## src/hw/rtl/one_bit_instruction_encoder_defines.svh

```systemverilog
// ----------------------------------------------------------------------------
// One-bit instruction encoder: assertion macros
// Shared assertion shorthands, clocked on clk and muted during rst.
// ----------------------------------------------------------------------------
`ifndef ONE_BIT_INSTRUCTION_ENCODER_DEFINES_SVH
`define ONE_BIT_INSTRUCTION_ENCODER_DEFINES_SVH

// Same-cycle implication.
`define OBE_ASSERT_NOW(label, ante, cons, msg) \
  label: assert property (@(posedge clk) disable iff (rst) (ante) |-> (cons)) \
    else $error(msg);

// Next-cycle implication.
`define OBE_ASSERT_NEXT(label, ante, cons, msg) \
  label: assert property (@(posedge clk) disable iff (rst) (ante) |=> (cons)) \
    else $error(msg);

`endif

```

## src/hw/rtl/obe_pkg.sv

```systemverilog
// ----------------------------------------------------------------------------
// obe_pkg
// Types, codes and packing helpers for the one-bit instruction encoder.
// ----------------------------------------------------------------------------
`default_nettype none

package obe_pkg;

  localparam int unsigned ActionW  = 6;
  localparam int unsigned ByteW    = 8;
  localparam int unsigned CtlW     = 7;

  // "no input" / "no output" selector
  localparam logic [ByteW-1:0] NULL_SEL  = 8'd7;
  localparam logic [ByteW-1:0] DATA_ZERO = 8'd0;
  localparam logic [ByteW-1:0] DATA_ONE  = 8'd1;

  typedef enum logic [1:0] {
    FAULT_NONE   = 2'd0,
    FAULT_INPUT  = 2'd1,
    FAULT_OUTPUT = 2'd2,
    FAULT_DATA   = 2'd3
  } fault_t;

  typedef enum logic [ActionW-1:0] {
    ACT_NOP, ACT_HALT, ACT_SETB, ACT_SETBJMP, ACT_CSETB, ACT_CLRB, ACT_CLRBJMP,
    ACT_CCLRB, ACT_OUTIN, ACT_OUTINJMP, ACT_OUTV, ACT_OUTVJMP, ACT_OUT,
    ACT_OUTI, ACT_OUTIJMP, ACT_OUTJMP, ACT_COUTF, ACT_IN, ACT_INJMP, ACT_INJPS,
    ACT_INJPC, ACT_CINF, ACT_JMP, ACT_JPS, ACT_JPC, ACT_FORKF, ACT_FORKI,
    ACT_WAITIS, ACT_WAITIC, ACT_SKIPIC, ACT_SKIPIS, ACT_SKIPFC, ACT_SKIPFS,
    ACT_REPTIC, ACT_REPTIS, ACT_REPTFC, ACT_REPTFS
  } act_t;

  typedef struct packed {
    logic [ActionW-1:0] action;
    logic [ByteW-1:0]   first_operand;
    logic [ByteW-1:0]   second_operand;
    logic [ByteW-1:0]   third_operand;
    logic [ByteW-1:0]   fourth_operand;
    logic [ByteW-1:0]   here_address;
  } instr_t;

  typedef struct packed {
    logic [CtlW-1:0]  false_control;
    logic [ByteW-1:0] false_next;
    logic [CtlW-1:0]  true_control;
    logic [ByteW-1:0] true_next;
    fault_t           fault;
  } word_t;

  // Range check of one control byte: input, then output, then data.
  function automatic fault_t ctl_check(input logic [ByteW-1:0] sel_in,
                                       input logic [ByteW-1:0] sel_out,
                                       input logic [ByteW-1:0] dat);
    fault_t f;
    if (sel_in > NULL_SEL)       f = FAULT_INPUT;
    else if (sel_out > NULL_SEL) f = FAULT_OUTPUT;
    else if (dat > DATA_ONE)     f = FAULT_DATA;
    else                         f = FAULT_NONE;
    return f;
  endfunction

  // input | output<<3 | data<<6
  function automatic logic [CtlW-1:0] ctl_pack(input logic [ByteW-1:0] sel_in,
                                               input logic [ByteW-1:0] sel_out,
                                               input logic [ByteW-1:0] dat);
    return {dat[0], sel_out[2:0], sel_in[2:0]};
  endfunction

endpackage

`default_nettype wire

```

## src/hw/rtl/obe_ifs.sv

```systemverilog
// ----------------------------------------------------------------------------
// obe_ifs
// Valid/ready channels for instruction requests and encoded words.
// ----------------------------------------------------------------------------
`default_nettype none

interface obe_instr_if;
  logic           valid;
  logic           ready;
  obe_pkg::instr_t data;

  modport source (output valid, output data, input ready);
  modport sink   (input valid, input data, output ready);
endinterface

interface obe_word_if;
  logic          valid;
  logic          ready;
  obe_pkg::word_t data;

  modport source (output valid, output data, input ready);
  modport sink   (input valid, input data, output ready);
endinterface

`default_nettype wire

```

## src/hw/rtl/one_bit_instruction_encoder.sv

```systemverilog
// ----------------------------------------------------------------------------
// one_bit_instruction_encoder
// Turns one resolved instruction into a two-way instruction word.
// ----------------------------------------------------------------------------
//  channel | dir | payload                                   | handshake
//  --------+-----+-------------------------------------------+-------------
//  instr   | in  | action, four operand bytes, here_address  | valid/ready
//  word    | out | false/true control, false/true next, fault| valid/ready
//
//  Two register stages: an input register, then the encode logic, then the
//  result register. One request per cycle sustained while the result is taken.
//  Both stages advance whenever the result register is empty or taken. A held
//  result stalls both; the input register still takes one request while
//  empty, then instr ready stays low until the result is taken.
//  rst (synchronous) empties both stages; no other state.
// ----------------------------------------------------------------------------
`default_nettype none
`include "one_bit_instruction_encoder_defines.svh"

module one_bit_instruction_encoder (
  input  logic         clk,
  input  logic         rst,
  obe_instr_if.sink    instr,
  obe_word_if.source   word
);
  import obe_pkg::*;

  // stage 1: captured request
  logic   s1_valid;
  instr_t s1_req;
  // stage 2: result register
  logic   out_valid;
  word_t  out_word;

  logic   s2_ready;
  word_t  word_next;

  assign s2_ready    = !out_valid || word.ready;
  assign instr.ready = !s1_valid || s2_ready;
  assign word.valid  = out_valid;
  assign word.data   = out_word;

  always_ff @(posedge clk) begin
    if (rst) begin
      s1_valid  <= 1'b0;
      out_valid <= 1'b0;
    end else begin
      if (instr.ready) s1_valid  <= instr.valid;
      if (s2_ready)    out_valid <= s1_valid;
    end
    if (instr.valid && instr.ready) s1_req   <= instr.data;
    if (s2_ready && s1_valid)       out_word <= word_next;
  end

  // --------------------------------------------------------------------------
  // Encode. Each branch byte is described by (input, output, data) selectors;
  // the default (7,7,1) packs to 127. mirror copies the false byte to the
  // true byte. true_first marks CSETB/CCLRB, whose true byte is checked first.
  // --------------------------------------------------------------------------
  logic [ByteW-1:0] p1, p2, p3, p4, here, plus1, plus2, minus1;
  logic [ByteW-1:0] f_in, f_out, f_dat, t_in, t_out, t_dat;
  logic [ByteW-1:0] fn, tn;
  logic             mirror, true_first;
  fault_t           f_chk, t_chk, first_chk, second_chk, fault;

  assign p1     = s1_req.first_operand;
  assign p2     = s1_req.second_operand;
  assign p3     = s1_req.third_operand;
  assign p4     = s1_req.fourth_operand;
  assign here   = s1_req.here_address;
  assign plus1  = here + 8'd1;
  assign plus2  = here + 8'd2;
  assign minus1 = here - 8'd1;

  always_comb begin
    f_in = NULL_SEL;  f_out = NULL_SEL;  f_dat = DATA_ONE;
    t_in = NULL_SEL;  t_out = NULL_SEL;  t_dat = DATA_ONE;
    fn = plus1;
    tn = plus1;
    mirror     = 1'b0;
    true_first = 1'b0;
    unique case (act_t'(s1_req.action))
      ACT_HALT: begin
        f_dat = DATA_ZERO; mirror = 1'b1; fn = here; tn = here;
      end
      ACT_SETB:    begin f_out = p1; mirror = 1'b1; end
      ACT_SETBJMP: begin f_out = p1; mirror = 1'b1; fn = p2; tn = p2; end
      ACT_CSETB:   begin t_out = p1; f_out = p2; true_first = 1'b1; end
      ACT_CLRB:    begin f_out = p1; f_dat = DATA_ZERO; mirror = 1'b1; end
      ACT_CLRBJMP: begin
        f_out = p1; f_dat = DATA_ZERO; mirror = 1'b1; fn = p2; tn = p2;
      end
      ACT_CCLRB: begin
        t_out = p1; t_dat = DATA_ZERO; f_out = p2; f_dat = DATA_ZERO;
        true_first = 1'b1;
      end
      ACT_OUTIN: begin
        f_in = p2; f_out = p1; f_dat = DATA_ZERO; t_in = p2; t_out = p1;
      end
      ACT_OUTINJMP: begin
        f_in = p2; f_out = p1; f_dat = DATA_ZERO; t_in = p2; t_out = p1;
        fn = p3; tn = p3;
      end
      ACT_OUTV:    begin f_out = p1; f_dat = p2; mirror = 1'b1; end
      ACT_OUTVJMP: begin f_out = p1; f_dat = p2; mirror = 1'b1; fn = p3; tn = p3; end
      ACT_OUT:     begin f_out = p1; f_dat = DATA_ZERO; t_out = p1; end
      ACT_OUTI:    begin f_out = p1; t_out = p1; t_dat = DATA_ZERO; end
      ACT_OUTIJMP: begin
        f_out = p1; t_out = p1; t_dat = DATA_ZERO; fn = p2; tn = p2;
      end
      ACT_OUTJMP: begin
        f_out = p1; f_dat = DATA_ZERO; t_out = p1; fn = p2; tn = p2;
      end
      ACT_COUTF:  begin f_out = p1; f_dat = p2; t_out = p3; t_dat = p4; end
      ACT_IN:     begin f_in = p1; mirror = 1'b1; end
      ACT_INJMP:  begin f_in = p1; mirror = 1'b1; fn = p2; tn = p2; end
      ACT_INJPS:  begin f_in = p1; mirror = 1'b1; tn = p2; end
      ACT_INJPC:  begin f_in = p1; mirror = 1'b1; fn = p2; end
      ACT_CINF:   begin f_in = p1; t_in = p2; end
      ACT_JMP:    begin fn = p1; tn = p1; end
      ACT_JPS:    tn = p1;
      ACT_JPC:    fn = p1;
      ACT_FORKF:  begin fn = p1; tn = p2; end
      ACT_FORKI:  begin f_in = p1; mirror = 1'b1; fn = p2; tn = p3; end
      ACT_WAITIS: begin f_in = p1; mirror = 1'b1; fn = here; end
      ACT_WAITIC: begin f_in = p1; mirror = 1'b1; tn = here; end
      ACT_SKIPIC: begin f_in = p1; mirror = 1'b1; fn = plus2; end
      ACT_SKIPIS: begin f_in = p1; mirror = 1'b1; tn = plus2; end
      ACT_SKIPFC: fn = plus2;
      ACT_SKIPFS: tn = plus2;
      ACT_REPTIC: begin f_in = p1; mirror = 1'b1; fn = minus1; end
      ACT_REPTIS: begin f_in = p1; mirror = 1'b1; tn = minus1; end
      ACT_REPTFC: fn = minus1;
      ACT_REPTFS: tn = minus1;
      default: ; // NOP and unused codes: default word
    endcase
    if (mirror) begin
      t_in  = f_in;
      t_out = f_out;
      t_dat = f_dat;
    end
  end

  // first failing check wins, in build order
  assign f_chk      = ctl_check(f_in, f_out, f_dat);
  assign t_chk      = ctl_check(t_in, t_out, t_dat);
  assign first_chk  = true_first ? t_chk : f_chk;
  assign second_chk = true_first ? f_chk : t_chk;
  assign fault      = (first_chk != FAULT_NONE) ? first_chk : second_chk;

  always_comb begin
    word_next.fault = fault;
    if (fault != FAULT_NONE) begin
      word_next.false_control = '0;
      word_next.true_control  = '0;
      word_next.false_next    = '0;
      word_next.true_next     = '0;
    end else begin
      word_next.false_control = ctl_pack(f_in, f_out, f_dat);
      word_next.true_control  = ctl_pack(t_in, t_out, t_dat);
      word_next.false_next    = fn;
      word_next.true_next     = tn;
    end
  end

  // --------------------------------------------------------------------------
  // Checks
  // --------------------------------------------------------------------------
  `OBE_ASSERT_NOW(a_fault_zeroes,
    out_valid && (out_word.fault != FAULT_NONE),
    (out_word.false_control == '0) && (out_word.true_control == '0) &&
    (out_word.false_next == '0) && (out_word.true_next == '0),
    "faulted word not cleared")
  `OBE_ASSERT_NEXT(a_stage_moves, s1_valid && s2_ready, out_valid,
    "stage 1 request lost on advance")
  `OBE_ASSERT_NOW(a_no_overwrite, instr.valid && instr.ready && s1_valid,
    s2_ready, "input register overwritten while held")
  `OBE_ASSERT_NEXT(a_held_result, out_valid && !word.ready,
    out_valid && $stable(out_word), "held result changed")

endmodule

`default_nettype wire
```

## src/flat_wrapper.sv

```systemverilog
// flat-port wrapper written by rule: the top's interface ports become plain ports
module one_bit_instruction_encoder_flat import obe_pkg::*;
  (clk, rst, instr_valid, instr_data, instr_ready, word_valid, word_data, word_ready);
  obe_instr_if instr_i ();
  obe_word_if word_i ();
  input  logic clk;
  input  logic rst;
  input wire logic [$bits(instr_i.valid)-1:0] instr_valid;
  input wire logic [$bits(instr_i.data)-1:0] instr_data;
  output wire logic [$bits(instr_i.ready)-1:0] instr_ready;
  output wire logic [$bits(word_i.valid)-1:0] word_valid;
  output wire logic [$bits(word_i.data)-1:0] word_data;
  input wire logic [$bits(word_i.ready)-1:0] word_ready;
  assign instr_i.valid = instr_valid;
  assign instr_i.data = instr_data;
  assign instr_ready = instr_i.ready;
  assign word_valid = word_i.valid;
  assign word_data = word_i.data;
  assign word_i.ready = word_ready;
  one_bit_instruction_encoder u_core (.clk(clk), .rst(rst), .instr(instr_i), .word(word_i));
endmodule
```

## config.mk

```make
export PLATFORM = sky130hd
export DESIGN_NAME = one_bit_instruction_encoder_flat
export DESIGN_NICKNAME = d
export VERILOG_FILES = /design/src/hw/rtl/obe_pkg.sv /design/src/hw/rtl/obe_ifs.sv /design/src/hw/rtl/one_bit_instruction_encoder.sv /design/src/flat_wrapper.sv
export VERILOG_INCLUDE_DIRS = /design/src /design/src/hw/rtl
export SDC_FILE = /design/constraint.sdc
export NUM_CORES = 1
export LEC_CHECK = 0
export ABC_AREA = 1
export BUFFER_PORTS_ARGS = -buffer_cell sky130_fd_sc_hd__buf_4
export CAP_MARGIN = 40
export CORE_MARGIN = 2
export CORE_UTILIZATION = 50
export DETAILED_ROUTE_END_ITERATION = 8
export GPL_ROUTABILITY_DRIVEN = 0
export MAX_ROUTING_LAYER = met4
export PLACE_DENSITY = 0.72
export SYNTH_ARGS = -nofsm -noshare
export SYNTH_HDL_FRONTEND = slang
export SYNTH_SLANG_ARGS = --single-unit
export TNS_END_PERCENT = 5
```

## constraint.sdc

```tcl
create_clock -name clk -period 5.73 [get_ports clk]
set_clock_uncertainty 0.15 [all_clocks]
set_input_delay 0.8595 -clock clk [delete_from_list [all_inputs] [get_ports clk]]
set_output_delay 0.8595 -clock clk [all_outputs]
set_load 0.005 [all_outputs]
```

==> results of run 1 <==
-- sequential cells by signal (all words and copies together), names as in the netlist --
name and flops:
u_core.word.data 32, u_core.here 8, u_core.p1 8, u_core.p2 8, u_core.p3 8, u_core.p4 8
u_core.s1_req 6, u_core.s1_valid 1, u_core.word.valid 1
-- final timing paths --
kind                            cells past startpoint                    startpoint  slack [ns]                           endpoint
worst max-delay path                               16   u_core.s1_req[45]$_DFFE_PP_        2.50  u_core.word.data[3]$_SDFFCE_PP0P_
worst min-delay path                                2  u_core.s1_valid$_SDFFE_PP0N_        0.35     u_core.word.valid$_SDFFE_PP0P_
worst max register to register                     16   u_core.s1_req[45]$_DFFE_PP_        2.50  u_core.word.data[3]$_SDFFCE_PP0P_
worst min register to register                      2  u_core.s1_valid$_SDFFE_PP0N_        0.35     u_core.word.valid$_SDFFE_PP0P_
-- layout by cell type (no fill, tap or decap), types with 11 or more instances in the layout --
cell type	count
a21oi_1	24
xor2_1	12
o22ai_1	12
inv_1	60
edfxtp_1	78
nor2_1	39
o21ai_0	20
nor3_1	11
nand3_1	31
nor2_2	35
nand2_1	104
buf_4	85
-- cell type report --
type / instances / area share [%]
Clock buffer: 9 / 2.222
Multi-Input combinational cell: 356 / 34.54
Clock inverter: 6 / 1.930
Tap cell: 111 / 2.491
Inverter: 69 / 4.645
Timing Repair Buffer: 85 / 11.45
Sequential cell: 80 / 42.73
-- stage by stage --
step	hold WS [ns]	setup slack (ns)	cell area [sq um]	cells
6_report	0.3502	2.503	5575	716
5_1_grt	0.3820	2.289	5575	716
4_1_cts	0.3548	2.571	5575	716
3_5_place_dp	0.3400	2.589	5344	701
3_3_place_gp	0.3195	2.666	5344	701
2_1_floorplan	0.2951	2.660	4624	514
-- power by group --
group	internal [uW]	leakage [uW]	switching [uW]	total, uW
combinational	114	0.00156	175	289
clock	286	0.000117	203	489
sequential	706	0.000774	26.2	732
-- worst max-delay path: cells and delay by family (launching register included) --
kind / cells / cell delay [ns]
simple gates: 15 / 2.27
flops: 1 / 0.47
buf+inv: 1 / 0.04
-- cells by family (layout without fill, tap and decap cells) --
group	after synthesis	after routing	share of synthesized area, %
flip-flops	80	80	51.52
AO/OA/AOI/OAI	95	95	12.85
buffers and inverters	78	169	6.926
AND/OR/NAND/NOR	242	242	24.70
adder cells (fa/ha/maj)	5	5	1.353
XOR/XNOR	14	14	2.652
-- layer usage --
| layer | wire (um) | share of wire (%) | vias up | global-route usage, % |
|---|---|---|---|---|
| li1 | - | - | 1945 | - |
| met1 | 4809 | 42 | 1827 | 33.43 |
| met2 | 5004 | 44 | 288 | 34.59 |
| met3 | 1164 | 10 | 58 | 4.387 |
| met4 | 439 | 3.8 | 0 | 11.59 |
| met5 | 0 | 0 | - | - |
==> metrics.md, run 1 <==
| Metric | Value |
|---|---|
| Share of the synthesized area in the top cell type | `50.65%` |
| LEAKAGE | `0.002452 uW` |
| Initial core utilization | `50.77%` |
| Max-capacitance violation count | `0` |
| Num CTS Buffers | `9` |
| Startpoint Class | `flop` |
| Clock Pin Slew Worst Setup and Hold Paths | `0.08 ns` |
| Cts hold-fix bufs | `0` |
| Synthesized area | `4624 sq um` |
| GRT overflow | `0` |
| Area contributors post-synth | `edfxtp_1 51%, nand2_1 8.4%, inv_1 5.0%` |
| Maximum vdd drop | `0.1800 mV` |
| Dpl hpwl | `8507 um` |
| DR vias/cell | `5.751` |
| # IOs | `84` |
| DRC violations left | `0` |
| CTS root buffer | `clkbuf_8` |
| CP Data Arrival Time | `3.16 ns` |
| Crit. End Element | `flop` |
| Routed Antenna Nets | `0` |
| Layout cells sized above 1 | `25.62%` |
| GRT Total Usage | `24.17%` |
| Commonest cells post-synth | `104 x nand2_1, 78 x edfxtp_1, 61 x inv_1` |
| Multi-input logic area | `1926 sq um` |
| Setup TNS | `0 ns` |
| H-tree Lvls | `3` |
| CTS Sinks | `80` |
| Fin. Hold Viols | `0` |
| P per Cell Area | `270.7 nW/um^2` |
| Final setup fails | `0` |
| Top_reg_cell synth | `edfxtp_1` |
| DR pass1 iterations | `5` |
| Number of global-route vias before repair | `3718` |
| Cell with the largest stage delay on the worst path | `nand2_2` |
| Min Clock Period, post-route | `3.227 ns` |
| TritonCTS clock tree | `yes` |
| RSZ-0062 raised after global routing | `false` |
| Final period util | `56.32%` |
| Row cnt | `35` |
| Crit path cell chain | `nor2_2 > nand3_1 > nand2_1 > inv_1 > nand2_1 > nor2_2 > nand2_4 > nand3_1 > nand2_1 > nand2_1 > nand2_1 > nand2_1 > nand3_1 > nand2_1 > nand2_2 > nor2_2` |
| Max-slew violations | `0` |
| Slew Limit Headroom | `44.76%` |
| Die height | `100.2 um` |
| Initial antenna violation count | `0` |
| Post-synthesis instance total | `514` |
| N_diodes | `0` |
| Maximum clock path buffer count | `2` |
| DRT iter0 DRCs | `542` |
| WL per Instance | `15.95 um` |
| Syn nets | `569` |
| Clock latency on the worst-skew pair | `0.36 ns` |
| Tot Pwr | `1509 uW` |
| Area grow syn2layout | `20.56%` |
| Post-synth cell types | `40` |
| Register area | `2382 sq um` |
| Synthesized flop and latch total | `80` |
| Largest net degree at the start of global routing | `47` |
| Synth area leader | `edfxtp_1` |
| Fmax achieved | `309.9 MHz` |
| Setup bufs post-CTS | `0` |
| Critical Path Max Stage Delay | `0.61 ns` |
| Layout fillers | `771` |
| Die area | `10030 sq um` |
| Crit-path max FO | `30` |
| PortBufs | `83` |
| Final net count | `656` |
| Setup CP Type | `reg -> reg` |
| First-pass GRT wire length | `18380 um` |
| Synth Warn # | `0` |
| Most frequent CP cell | `nand2_1` |
| Synth Area per Inst | `8.997 sq um` |
| Core area | `9109 sq um` |
| Slew @ Worst Pin | `0.8256 ns` |
| Die width | `100.2 um` |
| CTS resizes | `0` |
| Vias after detailed routing | `4118` |
| Critical Path RT | `5.66 ns` |
| EDFF count, synth | `78` |
| Count leader, synth | `nand2_1` |
| Final wirelength | `11420 um` |
| Fin util | `61.21%` |
| Post-synthesis sequential area ratio | `51.52%` |
| Status | `finished clean` |
| Hold Path Class | `reg -> reg` |
| Asr flop ratio synth | `0%` |
Power figures use the tool's default switching activity.
==> run 2, diff against run 1 <==
- ABC_AREA: 1 -> 0
- clock period: 5.73 -> 3 ns (I/O delays scaled with it)
==> metrics.md, run 2 <==
| Metric | Value |
|---|---|
| Status | `finished, violations left` |
| Failing checks | `design-rule violations` |
| Number of flip-flops in the largest register | `32` |
| Setup TNS | `0 ns` |
| Fin. Hold Viols | `0` |
| EDFF count, synth | `78` |
| Die height | `101.5 um` |
| Clock Pin Slew Worst Setup and Hold Paths | `0.09 ns` |
| Multi-input logic area | `2206 sq um` |
| Area contributors post-synth | `edfxtp_1 49%, nor2_1 3.4%, nand2_1 3.2%` |
| Routed Antenna Nets | `0` |
| DR pass1 iterations | `9` |
| RSZ-0062 raised after global routing | `false` |
| Max-capacitance violation count | `0` |
| Post-synthesis instance total | `450` |
| CTS root buffer | `clkbuf_8` |
| LEAKAGE | `0.002131 uW` |
| Number of global-route vias before repair | `3745` |
| Fmax achieved | `348.6 MHz` |
| Final wirelength | `12600 um` |
| Synth Area per Inst | `10.57 sq um` |
| Slew @ Worst Pin | `0.7285 ns` |
| Cell with the largest stage delay on the worst path | `edfxtp_1` |
| WL per Instance | `18.77 um` |
| Crit path cell chain | `and4b_1 > a311oi_2 > o211ai_4 > a2111oi_4 > o2111ai_2 > buf_12 > a221oi_2` |
| Maximum clock path buffer count | `2` |
| N_diodes | `0` |
| Final period util | `95.62%` |
| Synth Warn # | `0` |
| Synthesized flop and latch total | `80` |
| Setup CP Type | `reg -> reg` |
| Post-synth cell types | `69` |
| Commonest non-fill, non-tap cell in the layout | `buf_4` |
| Share of the synthesized area in the top cell type | `49.25%` |
| CP Data Arrival Time | `2.89 ns` |
| Hold Path Class | `in -> reg` |
| Max-slew violations | `0` |
| Crit-path max FO | `30` |
| Core area | `9240 sq um` |
| Dpl hpwl | `9178 um` |
| DR vias/cell | `6.317` |
| Tot Pwr | `2705 uW` |
| Startpoint Class | `flop` |
| Synth area leader | `edfxtp_1` |
| Initial core utilization | `51.47%` |
| GRT Total Usage | `25.53%` |
| Maximum vdd drop | `0.2886 mV` |
| Commonest cells post-synth | `78 x edfxtp_1, 43 x nor2_1, 40 x nand2_1` |
| # IOs | `84` |
| Layout fillers | `737` |
| Largest net degree at the start of global routing | `33` |
| First-pass GRT wire length | `19600 um` |
| Die area | `10310 sq um` |
| Slew Limit Headroom | `50.98%` |
| Layout cells sized above 1 | `26.75%` |
| H-tree Lvls | `3` |
| CTS Sinks | `80` |
| Min Clock Period, post-route | `2.869 ns` |
| Synthesized area | `4756 sq um` |
| Area grow syn2layout | `22.31%` |
| Die width | `101.5 um` |
| Final setup fails | `0` |
| Design Area, Final | `5817 sq um` |
| Register area | `2382 sq um` |
| DRC violations left | `17` |
| Vias after detailed routing | `4239` |
| Top_reg_cell synth | `edfxtp_1` |
| Dpl cell area | `5583 sq um` |
| Asr flop ratio synth | `0%` |
| Critical Path Max Stage Delay | `0.60 ns` |
| Final net count | `592` |
| Post-synthesis sequential area ratio | `50.09%` |
| Count leader, synth | `edfxtp_1` |
| DRT iter0 DRCs | `782` |
| Initial antenna violation count | `0` |
| Commonest non-fill, non-tap cells in the layout | `104 x buf_4, 78 x edfxtp_1, 43 x nor2_1` |
| Worst setup margin | `0.1314 ns` |
| Pre-CTS setup slack | `0.1422 ns` |
| Num CTS Buffers | `9` |
| Syn nets | `505` |
| Row cnt | `35` |
| Clock latency on the worst-skew pair | `0.36 ns` |
| GRT overflow | `0` |
| Crit. End Element | `flop` |
| CP bufs+invs | `1` |
| PortBufs | `83` |
| P per Cell Area | `465.0 nW/um^2` |
| CP delay by family, top | `compound AO/OA/AOI/OAI gates` |
| TritonCTS clock tree | `yes` |
| Critical Path RT | `3.02 ns` |
-- run 2: cell count changes after synthesis, sizes merged, moves of 8 or more --
cell    delta
nand2     -70
inv       -60
nor2      -35
nand3     -24
buf       +17
a222oi     +9
nand2b     +9
nor2b      +9
nor3b      +8
o21ai      -8
o221ai     +8
xnor2      +8
-- run 2: layout make-up --
class	instances	share of cell area, %
Timing Repair Buffer	108	14.28
Multi-Input combinational cell	330	37.92
Clock inverter	7	1.420
Clock buffer	9	2.129
Inverter	8	0.5162
Tap cell	129	2.775
Sequential cell	80	40.95
-- run 2: where the power goes --
group / internal (uW) / switching (uW) / total (uW) / leakage [uW]
Clock: 399 / 431 / 830 / 0.0000988
Sequential: 1320 / 66.1 / 1390 / 0.000769
Combinational: 230 / 256 / 486 / 0.00126
Total: 1950 / 753 / 2700 / 0.00213
-- run 2: what timing repair did --
action	CTS	global route
setup endpoints to repair	0	31
hold buffers	0	0
endpoints found under the hold margin	0	0
gates resized for setup	0	2
buffers inserted	0	2
-- run 2: worst reg2reg max path, delay by kind of cell, from the launching register on --
kind | cells | cell delay, ns
flops | 1 | 0.60
compound gates | 5 | 1.43
buf+inv | 1 | 0.21
simple gates | 1 | 0.31
-- run 2: through the flow --
step                cells  util (%)  hold slack [ns]
finish                671     62.95           0.1049
global route          671     62.95          0.08672
CTS                   669     62.65          0.09393
detailed placement    653     60.42           0.3530
global placement      650     60.09           0.3427
floorplan             450         -           0.3278
-- run 2: worst paths after layout --
kind	slack, ns	startpoint	endpoint	cells past startpoint
min	0.10	rst	u_core.s1_valid$_SDFFE_PP0N_	2
max reg2reg	0.13	u_core.s1_req[44]$_DFFE_PP_	u_core.word.data[13]$_SDFFCE_PP0P_	7
min reg2reg	0.37	u_core.s1_valid$_SDFFE_PP0N_	u_core.word.valid$_SDFFE_PP0P_	2
max	0.13	u_core.s1_req[44]$_DFFE_PP_	u_core.word.data[13]$_SDFFCE_PP0P_	7
-- run 2: routing by layer --
| metal | up-vias | share of wire, % | track usage, % |
|---|---|---|---|
| met5 | - | 0 | - |
| met4 | 0 | 3.7 | 10.60 |
| li1 | 1944 | - | - |
| met3 | 46 | 11 | 4.555 |
| met1 | 1935 | 41 | 36.57 |
| met2 | 314 | 44 | 35.68 |
-- run 2: kinds of logic after synthesis --
logic type | synth area share, %
simple gates | 18.63
compound gates | 22.39
flops | 50.09
buf+inv | 3.867
xor+xnor | 2.762
fa+ha+maj | 1.315
mux | 0.9471
